## src/tdpe_pkg.sv

```systemverilog
`default_nettype none

package tdpe_pkg;

  // Top three opcode bits of the supported formats.
  localparam logic [2:0] FMT_SHIFT_ADDSUB = 3'b000;
  localparam logic [2:0] FMT_IMM8         = 3'b001;
  // Top six opcode bits of the register ALU format.
  localparam logic [5:0] FMT_ALU_PREFIX   = 6'b010000;

  // Sub-operation field of the shift / add-subtract format.
  localparam logic [1:0] SUB_ADDSUB = 2'b11;

  // Operations of the 8-bit immediate format.
  localparam logic [1:0] IMM_MOV = 2'b00;
  localparam logic [1:0] IMM_CMP = 2'b01;
  localparam logic [1:0] IMM_ADD = 2'b10;
  localparam logic [1:0] IMM_SUB = 2'b11;

  typedef enum logic [1:0] {
    SH_LSL = 2'b00,
    SH_LSR = 2'b01,
    SH_ASR = 2'b10,
    SH_ROR = 2'b11
  } tdpe_shift_t;

  typedef enum logic [3:0] {
    ALU_AND = 4'h0,
    ALU_EOR = 4'h1,
    ALU_LSL = 4'h2,
    ALU_LSR = 4'h3,
    ALU_ASR = 4'h4,
    ALU_ADC = 4'h5,
    ALU_SBC = 4'h6,
    ALU_ROR = 4'h7,
    ALU_TST = 4'h8,
    ALU_NEG = 4'h9,
    ALU_CMP = 4'hA,
    ALU_CMN = 4'hB,
    ALU_ORR = 4'hC,
    ALU_MUL = 4'hD,
    ALU_BIC = 4'hE,
    ALU_MVN = 4'hF
  } tdpe_alu_op_t;

  typedef struct packed {
    logic [31:0] value;
    logic [2:0]  dest;
    logic        write;
    logic [3:0]  flags;
    logic        unsup;
  } tdpe_exec_t;

endpackage

`default_nettype wire

```

## src/tdpe_regfile.sv

```systemverilog
`default_nettype none

module tdpe_regfile
  import tdpe_pkg::*;
(
  input  wire logic        clk,
  input  wire logic        rst,
  input  wire logic        re,
  input  wire logic [2:0]  raddr_a,
  input  wire logic [2:0]  raddr_b,
  output logic      [31:0] rdata_a,
  output logic      [31:0] rdata_b,
  input  wire logic        we,
  input  wire logic [2:0]  waddr,
  input  wire logic [31:0] wdata
);

  logic [31:0] mem [8];
  logic [7:0]  vld;

  // Entries never written since reset read as zero.
  always_ff @(posedge clk) begin
    if (rst) begin
      vld <= '0;
    end else if (we) begin
      vld[waddr] <= 1'b1;
    end
  end

  always_ff @(posedge clk) begin
    if (we) begin
      mem[waddr] <= wdata;
    end
  end

  // Registered reads with write-through, so a word captured in the same
  // cycle as the write of its source register sees the new value.
  always_ff @(posedge clk) begin
    if (re) begin
      if (we && (waddr == raddr_a)) begin
        rdata_a <= wdata;
      end else begin
        rdata_a <= vld[raddr_a] ? mem[raddr_a] : '0;
      end
      if (we && (waddr == raddr_b)) begin
        rdata_b <= wdata;
      end else begin
        rdata_b <= vld[raddr_b] ? mem[raddr_b] : '0;
      end
    end
  end

endmodule

`default_nettype wire

```

## src/tdpe_shifter.sv

```systemverilog
`default_nettype none

module tdpe_shifter
  import tdpe_pkg::*;
(
  input  wire logic [31:0] value,
  input  wire tdpe_shift_t kind,
  input  wire logic [7:0]  amount,
  input  wire logic        by_imm,
  input  wire logic        cin,
  output logic      [31:0] result,
  output logic             cout
);

  logic [7:0]  amt;
  logic [32:0] lsl_ext;
  logic [32:0] lsr_ext;
  logic [32:0] asr_ext;
  logic [63:0] ror_ext;
  logic        sign;

  // An immediate LSR or ASR of zero encodes a shift by 32.
  assign amt = (by_imm && (amount == 8'd0) && ((kind == SH_LSR) || (kind == SH_ASR)))
               ? 8'd32 : amount;

  assign sign    = value[31];
  assign lsl_ext = {1'b0, value} << amt[4:0];
  assign lsr_ext = {value, 1'b0} >> amt[4:0];
  assign asr_ext = 33'($signed({value, 1'b0}) >>> amt[4:0]);
  assign ror_ext = {value, value} >> amt[4:0];

  always_comb begin
    result = value;
    cout   = cin;
    if (amt != 8'd0) begin
      case (kind)
        SH_LSL: begin
          if (amt < 8'd32) begin
            result = lsl_ext[31:0];
            cout   = lsl_ext[32];
          end else begin
            result = '0;
            cout   = (amt == 8'd32) ? value[0] : 1'b0;
          end
        end
        SH_LSR: begin
          if (amt < 8'd32) begin
            result = lsr_ext[32:1];
            cout   = lsr_ext[0];
          end else begin
            result = '0;
            cout   = (amt == 8'd32) ? sign : 1'b0;
          end
        end
        SH_ASR: begin
          if (amt < 8'd32) begin
            result = asr_ext[32:1];
            cout   = asr_ext[0];
          end else begin
            result = {32{sign}};
            cout   = sign;
          end
        end
        SH_ROR: begin
          // A rotation by a multiple of 32 leaves the value and copies bit 31.
          result = ror_ext[31:0];
          cout   = ror_ext[31];
        end
        default: begin
          result = value;
          cout   = cin;
        end
      endcase
    end
  end

endmodule

`default_nettype wire

```

## src/tdpe_alu.sv

```systemverilog
`default_nettype none

module tdpe_alu
  import tdpe_pkg::*;
(
  input  wire logic [15:0] instr,
  input  wire logic [31:0] op_a,
  input  wire logic [31:0] op_b,
  input  wire logic [3:0]  flags_in,
  output tdpe_exec_t       ex
);

  logic         is_fmt0;
  logic         is_fmt1;
  logic         is_alu;
  tdpe_alu_op_t op;
  logic [1:0]   imm_op;
  logic [31:0]  imm8;
  logic [31:0]  b_fmt0;

  logic [31:0]  add_x;
  logic [31:0]  add_y;
  logic         add_c;
  logic [32:0]  sum;
  logic [3:0]   add_flags;

  tdpe_shift_t  sh_kind;
  logic [7:0]   sh_amount;
  logic [31:0]  sh_result;
  logic         sh_cout;
  logic [31:0]  mul_result;

  assign is_fmt0 = (instr[15:13] == FMT_SHIFT_ADDSUB);
  assign is_fmt1 = (instr[15:13] == FMT_IMM8);
  assign is_alu  = (instr[15:10] == FMT_ALU_PREFIX);
  assign op      = tdpe_alu_op_t'(instr[9:6]);
  assign imm_op  = instr[12:11];
  assign imm8    = {24'd0, instr[7:0]};
  assign b_fmt0  = instr[10] ? {29'd0, instr[8:6]} : op_b;

  // Adder operand selection.
  always_comb begin
    add_x = op_a;
    add_y = op_b;
    add_c = 1'b0;
    if (is_fmt0) begin
      add_y = instr[9] ? ~b_fmt0 : b_fmt0;
      add_c = instr[9];
    end else if (is_fmt1) begin
      add_y = (imm_op == IMM_ADD) ? imm8 : ~imm8;
      add_c = (imm_op != IMM_ADD);
    end else begin
      case (op)
        ALU_ADC: begin
          add_c = flags_in[1];
        end
        ALU_SBC: begin
          add_y = ~op_b;
          add_c = flags_in[1];
        end
        ALU_NEG: begin
          add_x = '0;
          add_y = ~op_b;
          add_c = 1'b1;
        end
        ALU_CMP: begin
          add_y = ~op_b;
          add_c = 1'b1;
        end
        default: begin
          add_c = 1'b0;
        end
      endcase
    end
  end

  assign sum = {1'b0, add_x} + {1'b0, add_y} + {32'd0, add_c};
  assign add_flags = {sum[31], (sum[31:0] == 32'd0), sum[32],
                      ((add_x[31] ^ sum[31]) & (add_y[31] ^ sum[31]))};

  // Shared barrel shifter: immediate shifts and register shifts both shift op_a.
  always_comb begin
    if (is_fmt0) begin
      sh_kind   = tdpe_shift_t'(instr[12:11]);
      sh_amount = {3'd0, instr[10:6]};
    end else begin
      sh_kind   = (op == ALU_ROR) ? SH_ROR : tdpe_shift_t'(2'(instr[9:6] - 4'd2));
      sh_amount = op_b[7:0];
    end
  end

  tdpe_shifter u_shifter (
    .value  (op_a),
    .kind   (sh_kind),
    .amount (sh_amount),
    .by_imm (is_fmt0),
    .cin    (flags_in[1]),
    .result (sh_result),
    .cout   (sh_cout)
  );

  assign mul_result = op_a * op_b;

  function automatic logic [3:0] nz_flags(input logic [31:0] r, input logic [3:0] old);
    nz_flags = {r[31], (r == 32'd0), old[1:0]};
  endfunction

  always_comb begin
    ex.value = '0;
    ex.dest  = '0;
    ex.write = 1'b0;
    ex.flags = flags_in;
    ex.unsup = 1'b0;
    if (is_fmt0) begin
      ex.dest  = instr[2:0];
      ex.write = 1'b1;
      if (instr[12:11] == SUB_ADDSUB) begin
        ex.value = sum[31:0];
        ex.flags = add_flags;
      end else begin
        ex.value = sh_result;
        ex.flags = {sh_result[31], (sh_result == 32'd0), sh_cout, flags_in[0]};
      end
    end else if (is_fmt1) begin
      ex.dest  = instr[10:8];
      ex.write = (imm_op != IMM_CMP);
      if (imm_op == IMM_MOV) begin
        ex.value = imm8;
        ex.flags = nz_flags(imm8, flags_in);
      end else begin
        ex.value = sum[31:0];
        ex.flags = add_flags;
      end
    end else if (is_alu) begin
      ex.dest  = instr[2:0];
      ex.write = 1'b1;
      case (op)
        ALU_AND, ALU_TST: begin
          ex.value = op_a & op_b;
          ex.write = (op == ALU_AND);
        end
        ALU_EOR: ex.value = op_a ^ op_b;
        ALU_LSL, ALU_LSR, ALU_ASR, ALU_ROR: ex.value = sh_result;
        ALU_ADC, ALU_SBC, ALU_NEG: ex.value = sum[31:0];
        ALU_CMP, ALU_CMN: begin
          ex.value = sum[31:0];
          ex.write = 1'b0;
        end
        ALU_ORR: ex.value = op_a | op_b;
        ALU_MUL: ex.value = mul_result;
        ALU_BIC: ex.value = op_a & ~op_b;
        default: ex.value = ~op_b;
      endcase
      case (op)
        ALU_LSL, ALU_LSR, ALU_ASR, ALU_ROR: begin
          ex.flags = {sh_result[31], (sh_result == 32'd0), sh_cout, flags_in[0]};
        end
        ALU_ADC, ALU_SBC, ALU_NEG, ALU_CMP, ALU_CMN: ex.flags = add_flags;
        default: ex.flags = nz_flags(ex.value, flags_in);
      endcase
    end else begin
      ex.unsup = 1'b1;
    end
  end

endmodule

`default_nettype wire

```

## src/thumb_data_processing_execute.sv

```systemverilog
`default_nettype none

// Thumb data-processing execute unit. Each word on the input channel is one
// 16-bit Thumb instruction; the block executes shift-by-immediate, three-operand
// add/subtract, 8-bit immediate MOV/CMP/ADD/SUB and the sixteen register ALU
// operations (MUL included) against its own eight low registers and NZCV flags,
// both cleared by reset. Every instruction yields exactly one output word with
// the computed value, the destination register, a write flag and the flags after
// the instruction. Any other encoding is reported as unsupported, with value and
// destination zero and the flags unchanged, and leaves the state untouched.
// Throughput is one instruction per clock while the receiver keeps up. At the
// accepting edge the word is captured together with its register-file operands;
// the execute logic works on them, and the output register is loaded as the
// execute stage advances. With the receiver stalled the block holds two words,
// one in execute and one in the output register, and then drops in_ready. The
// register file write-through lets the next instruction pick up the previous
// result in the same cycle, so dependent instructions also run back to back.
// The longest path is the 32x32 multiplier feeding the output register.

module thumb_data_processing_execute
  import tdpe_pkg::*;
(
  input  wire logic        clk,
  input  wire logic        rst,
  input  wire logic        in_valid,
  output logic             in_ready,
  input  wire logic [15:0] instruction,
  output logic             out_valid,
  input  wire logic        out_ready,
  output logic      [31:0] result_value,
  output logic      [2:0]  dest_index,
  output logic             reg_written,
  output logic      [3:0]  flags_nzcv,
  output logic             unsupported
);

  logic        in_accept;
  logic        advance;
  logic        ex_valid;
  logic [15:0] ex_instr;
  logic [3:0]  flags;
  logic [31:0] op_a;
  logic [31:0] op_b;
  logic [2:0]  raddr_a;
  logic [2:0]  raddr_b;
  tdpe_exec_t  ex;

  // The execute stage moves on whenever the output register is free or drained.
  assign advance   = ex_valid && (!out_valid || out_ready);
  assign in_ready  = !ex_valid || advance;
  assign in_accept = in_valid && in_ready;

  always_ff @(posedge clk) begin
    if (rst) begin
      ex_valid <= 1'b0;
    end else if (in_accept) begin
      ex_valid <= 1'b1;
    end else if (advance) begin
      ex_valid <= 1'b0;
    end
  end

  always_ff @(posedge clk) begin
    if (in_accept) begin
      ex_instr <= instruction;
    end
  end

  // Operand addresses: port A carries Rs for the shift/add format, Rd for the
  // immediate format and Rd for the register ALU format; port B carries the
  // second register of the three-operand add/sub or Rs of the ALU format.
  always_comb begin
    if (instruction[15:13] == FMT_SHIFT_ADDSUB) begin
      raddr_a = instruction[5:3];
      raddr_b = instruction[8:6];
    end else if (instruction[15:13] == FMT_IMM8) begin
      raddr_a = instruction[10:8];
      raddr_b = instruction[5:3];
    end else begin
      raddr_a = instruction[2:0];
      raddr_b = instruction[5:3];
    end
  end

  tdpe_regfile u_regfile (
    .clk     (clk),
    .rst     (rst),
    .re      (in_accept),
    .raddr_a (raddr_a),
    .raddr_b (raddr_b),
    .rdata_a (op_a),
    .rdata_b (op_b),
    .we      (advance && ex.write && !ex.unsup),
    .waddr   (ex.dest),
    .wdata   (ex.value)
  );

  tdpe_alu u_alu (
    .instr    (ex_instr),
    .op_a     (op_a),
    .op_b     (op_b),
    .flags_in (flags),
    .ex       (ex)
  );

  // Flags are updated as the instruction leaves execute, so the next one
  // in the operand register always sees them current.
  always_ff @(posedge clk) begin
    if (rst) begin
      flags <= '0;
    end else if (advance && !ex.unsup) begin
      flags <= ex.flags;
    end
  end

  always_ff @(posedge clk) begin
    if (rst) begin
      out_valid <= 1'b0;
    end else if (advance) begin
      out_valid <= 1'b1;
    end else if (out_ready) begin
      out_valid <= 1'b0;
    end
  end

  always_ff @(posedge clk) begin
    if (advance) begin
      result_value <= ex.value;
      dest_index   <= ex.dest;
      reg_written  <= ex.write;
      flags_nzcv   <= ex.flags;
      unsupported  <= ex.unsup;
    end
  end

endmodule

`default_nettype wire
```

## config.mk

```make
export PLATFORM = sky130hd
export DESIGN_NAME = thumb_data_processing_execute
export DESIGN_NICKNAME = d
export VERILOG_FILES = /design/src/tdpe_pkg.sv /design/src/tdpe_regfile.sv /design/src/tdpe_shifter.sv /design/src/tdpe_alu.sv /design/src/thumb_data_processing_execute.sv
export SDC_FILE = /design/constraint.sdc
export NUM_CORES = 2
export LEC_CHECK = 0
export BUFFER_PORTS_ARGS = -buffer_cell sky130_fd_sc_hd__buf_2
export CAP_MARGIN = 0
export CORE_MARGIN = 8
export CORE_UTILIZATION = 40
export CTS_BUF_LIST = sky130_fd_sc_hd__clkbuf_4 sky130_fd_sc_hd__clkbuf_8 sky130_fd_sc_hd__clkbuf_16
export CTS_CLUSTER_SIZE = 12
export DETAILED_ROUTE_END_ITERATION = 10
export GPL_TIMING_DRIVEN = 0
export SETUP_SLACK_MARGIN = 0.15
export SYNTH_ARGS = -nofsm -noshare
export SYNTH_HDL_FRONTEND = slang
export SYNTH_HIERARCHICAL = 1
export SYNTH_SLANG_ARGS = --single-unit
export TNS_END_PERCENT = 1
```

## constraint.sdc

```tcl
create_clock -name clk -period 9.8 [get_ports clk]
set_clock_uncertainty 0.2 [all_clocks]
set_input_delay 1.96 -clock clk [delete_from_list [all_inputs] [get_ports clk]]
set_output_delay 1.96 -clock clk [all_outputs]
set_load 0.05 [all_outputs]
```

==> reports/results.txt <==
Total GRT Usage: 34.3%
Layout Area Growth over Synthesis: 10.3%
DP Area: 47,700 sq um
Max VDD drop: 1.06 mV
Crit path capture type: flop
Synth async-reset ratio: 0%
Vias in the first global route: 39,300
Yosys cell types: 118
Sequential element share of the synthesized area: 25.8%
Static leakage power: 19.5 nW
EDFF count, synth: 377
Final Instance Area: 49,700 sq um
Worst Hold End: flags[3]
Worst setup path class: reg2reg
Number of I/O port buffers: 61
Max frequency: 0.101 GHz
Detailed placer's ending HPWL: 166,000 um
Tcrit/Tclk final: 101%
IO Count: 63
Antenna violations before repair: 8
Final hold violations: 0
Final setup vio count: 2
Startpoint types: flop
Synth Area in Adders: 23.9%
Gr ovfl total: 0
Post-Route Setup TNS: -0.282 ns
Via density: 6.40
Flop-to-flop setup slack: -0.15 ns
Core region area: 112,000 sq um
Total Power: 18.9 mW
Worst Tran Pin Value: 1.68 ns
Drt initial violations: 5,603
R2R Path Start: ex_instr[13]
Reg-to-Reg End: flags_nzcv[2]
Max cap viols: 4
CTS Buf Count: 39
Hold_sp: flags[3]
Clock-pin slew on the worst setup and hold paths: 0.06 ns
DIE AREA: 124,000 sq um
Flops & latches, synth: 391
Power per cell area: 381 nW/um^2
Failing checks: max-capacitance violations, max-slew violations, negative setup slack
Clk_lat worst skew: 0.54 ns
Die span in x: 352 um
Fin Hold WS: 0.270 ns
CTS tree: done
Synth warnings: 6
Syn Nets: 5,159
Period minus WS final: 9.95 ns
Cell Rows: 123
Post-synth design cell area: 45,000 sq um
Setup WS post-layout: -0.146 ns
Worst Path Arrival: 10.16 ns
Worst Hold Class: reg2reg
Share of cells above drive strength 1: 15.5%
RSZ-0062 raised after global routing: true
First-pass GRT wire length: 302,000 um
Inst Count DP: 6,107
Mux share of post-synthesis cell area: 14.2%
Clock Path Buffers: 3
Synthesized area per cell: 9.96 sq um
Critical-path maximum fanout: 10
Drt pass-1 iters: 7
Overall die height: 352 um
Synth Area in XOR/XNOR: 3.75%
Fin cells: 6,221
Largest net degree at the start of global routing: 70
Simple-Gate Fraction of Synth Area: 12.2%
Final ANT Viol Nets: 0
Final nets: 5,336
Mapped Cells: 4,523
Clock Sink Count: 391
DRC errors left: 0
Status: complete, but fails checks
Dpl ws: -2.34 ns
Final core occ: 44.4%
Rel. slew slack: -12.7%
Initial Util: 40.2%
Routed len/inst: 34.8 um
Vias: 39,800
Synth Area in Compound Gates: 12.6%
Max-slew violations: 23
Req. time, crit path: 10.01 ns
WHS Path Cells: 2
GPL Wtd Cong: 1.08
Main synth FF type: edfxtp_1
Max H-tree Level: 2
Clock root buffer: clkbuf_16
Largest family of logic cells by synthesized area: adder cells
Worst R2R Path Depth: 26
Routed wire length: 216,000 um
==> where the power goes <==
group	switching [mW]	internal, mW	total (mW)
combinational	10.1	5.37	15.5
sequential	0.0664	1.91	1.98
clock	0.604	0.810	1.41
total	10.8	8.09	18.9
==> cells in the mapped netlist (136+ instances only) <==
master / count / area (sq um)
nand2_1: 515 / 1930
nor2_1: 507 / 1900
inv_1: 456 / 1710
fa_1: 410 / 8210
edfxtp_1: 377 / 11300
ha_1: 206 / 2580
clkbuf_1: 200 / 751
mux4_2: 194 / 4370
xnor2_1: 162 / 1420
o21ai_0: 154 / 771
a21oi_1: 136 / 681
mux2i_1: 136 / 1360
==> worst max-delay path by stage <==
stage,slack (ns),from,endpoint,cells after the start
6_report,-0.15,ex_instr[13],flags_nzcv[2],26
5_1_grt,0.08,u_regfile/rdata_a[5],flags[2],30
4_1_cts,-0.11,u_regfile/rdata_b[13],flags[2],30
3_5_place_dp,-2.34,u_regfile/rdata_a[6],u_regfile/rdata_b[31],29
3_3_place_gp,-2.73,u_regfile/rdata_a[6],result_value[31],27
2_1_floorplan,1.39,u_regfile/rdata_b[2],u_regfile/rdata_a[31],30
==> state kept, by name (all words and copies together), names as in the netlist <==
signal             count
ex_valid               1
reg_written            1
unsupported            1
u_regfile/vld          8
out_valid              1
flags                  4
flags_nzcv             4
result_value          32
u_regfile/mem        256
u_regfile/rdata_b     32
dest_index             3
ex_instr              16
u_regfile/rdata_a     32
==> worst max-delay path: stages (launching register included) <==
cell       delay, ns
edfxtp_1        0.36
clkbuf_1        0.19
or3_1           0.40
clkbuf_1        0.32
clkbuf_1        0.42
a31oi_1         1.04
inv_1           0.17
ha_1            0.37
nand4bb_1       0.19
clkbuf_1        0.31
o31a_1          0.45
nor2_1          0.66
nor2_1          0.12
a2111oi_1       0.87
nor2_1          0.55
a22oi_1         0.32
nor2_1          0.06
a31oi_1         0.13
o21ai_0         0.10
o32ai_1         0.56
and4b_1         0.34
and3_2          0.19
nand4_1         0.29
nor4_1          0.40
nand4_1         0.36
a21oi_2         0.27
buf_4           0.14
==> layout by cell type (no fill, tap or decap), drive strengths merged, types with 17 or more instances in the layout <==
cell type	instances
nand2	515
nor2	510
inv	457
fa	410
edfxtp	377
buf	262
clkbuf	255
o21ai	232
ha	206
mux4	196
xnor2	162
mux2i	140
a21oi	139
a31oi	69
o211ai	48
mux2	48
nor3	43
o22ai	39
nand3	38
a211oi	34
o221ai	34
nand2b	32
a22oi	32
xor2	31
nand4	22
nor2b	20
and2	19
a21o	18
and3	17
==> cell families (layout without fill, tap and decap cells) <==
| group | after synthesis | in the layout |
|---|---|---|
| buffers and inverters | 812 | 1002 |
| flip-flops | 391 | 391 |
| adder cells (fa/ha/maj) | 616 | 616 |
| multiplexers | 384 | 384 |
| AND/OR/NAND/NOR | 1283 | 1283 |
| other | 0 | 8 |
| XOR/XNOR | 193 | 193 |
| AO/OA/AOI/OAI | 844 | 844 |
==> cell type report <==
| cell class | count | area (sq um) |
|---|---|---|
| inverter | 479 | 1860 |
| clock inverter | 3 | 41.3 |
| buffer | 331 | 1810 |
| fill | 10900 | 62300 |
| antenna | 8 | 20.0 |
| multi-input combinational | 3320 | 30300 |
| tap | 1500 | 1880 |
| timing repair buffer | 138 | 1050 |
| clock buffer | 51 | 1110 |
| sequential | 391 | 11600 |
==> per-layer routing <==
metal / part of all wire (%) / GRT usage (%) / up-vias
met1: 39 / 45.5 / 20200
met2: 42 / 50.4 / 2748
met4: 7.1 / 19.4 / 6
met3: 12 / 9.54 / 651
met5: 0.018 / 0 / -
li1: - / - / 16200
==> repair_timing <==
action | CTS | global route
hold buffers | 0 | 0
setup endpoints to repair | 237 | 116
pin swaps | 2 | 4
gates resized for setup | 123 | 131
buffers inserted | 27 | 27
No activity file was read; power rests on OpenSTA's default activity.
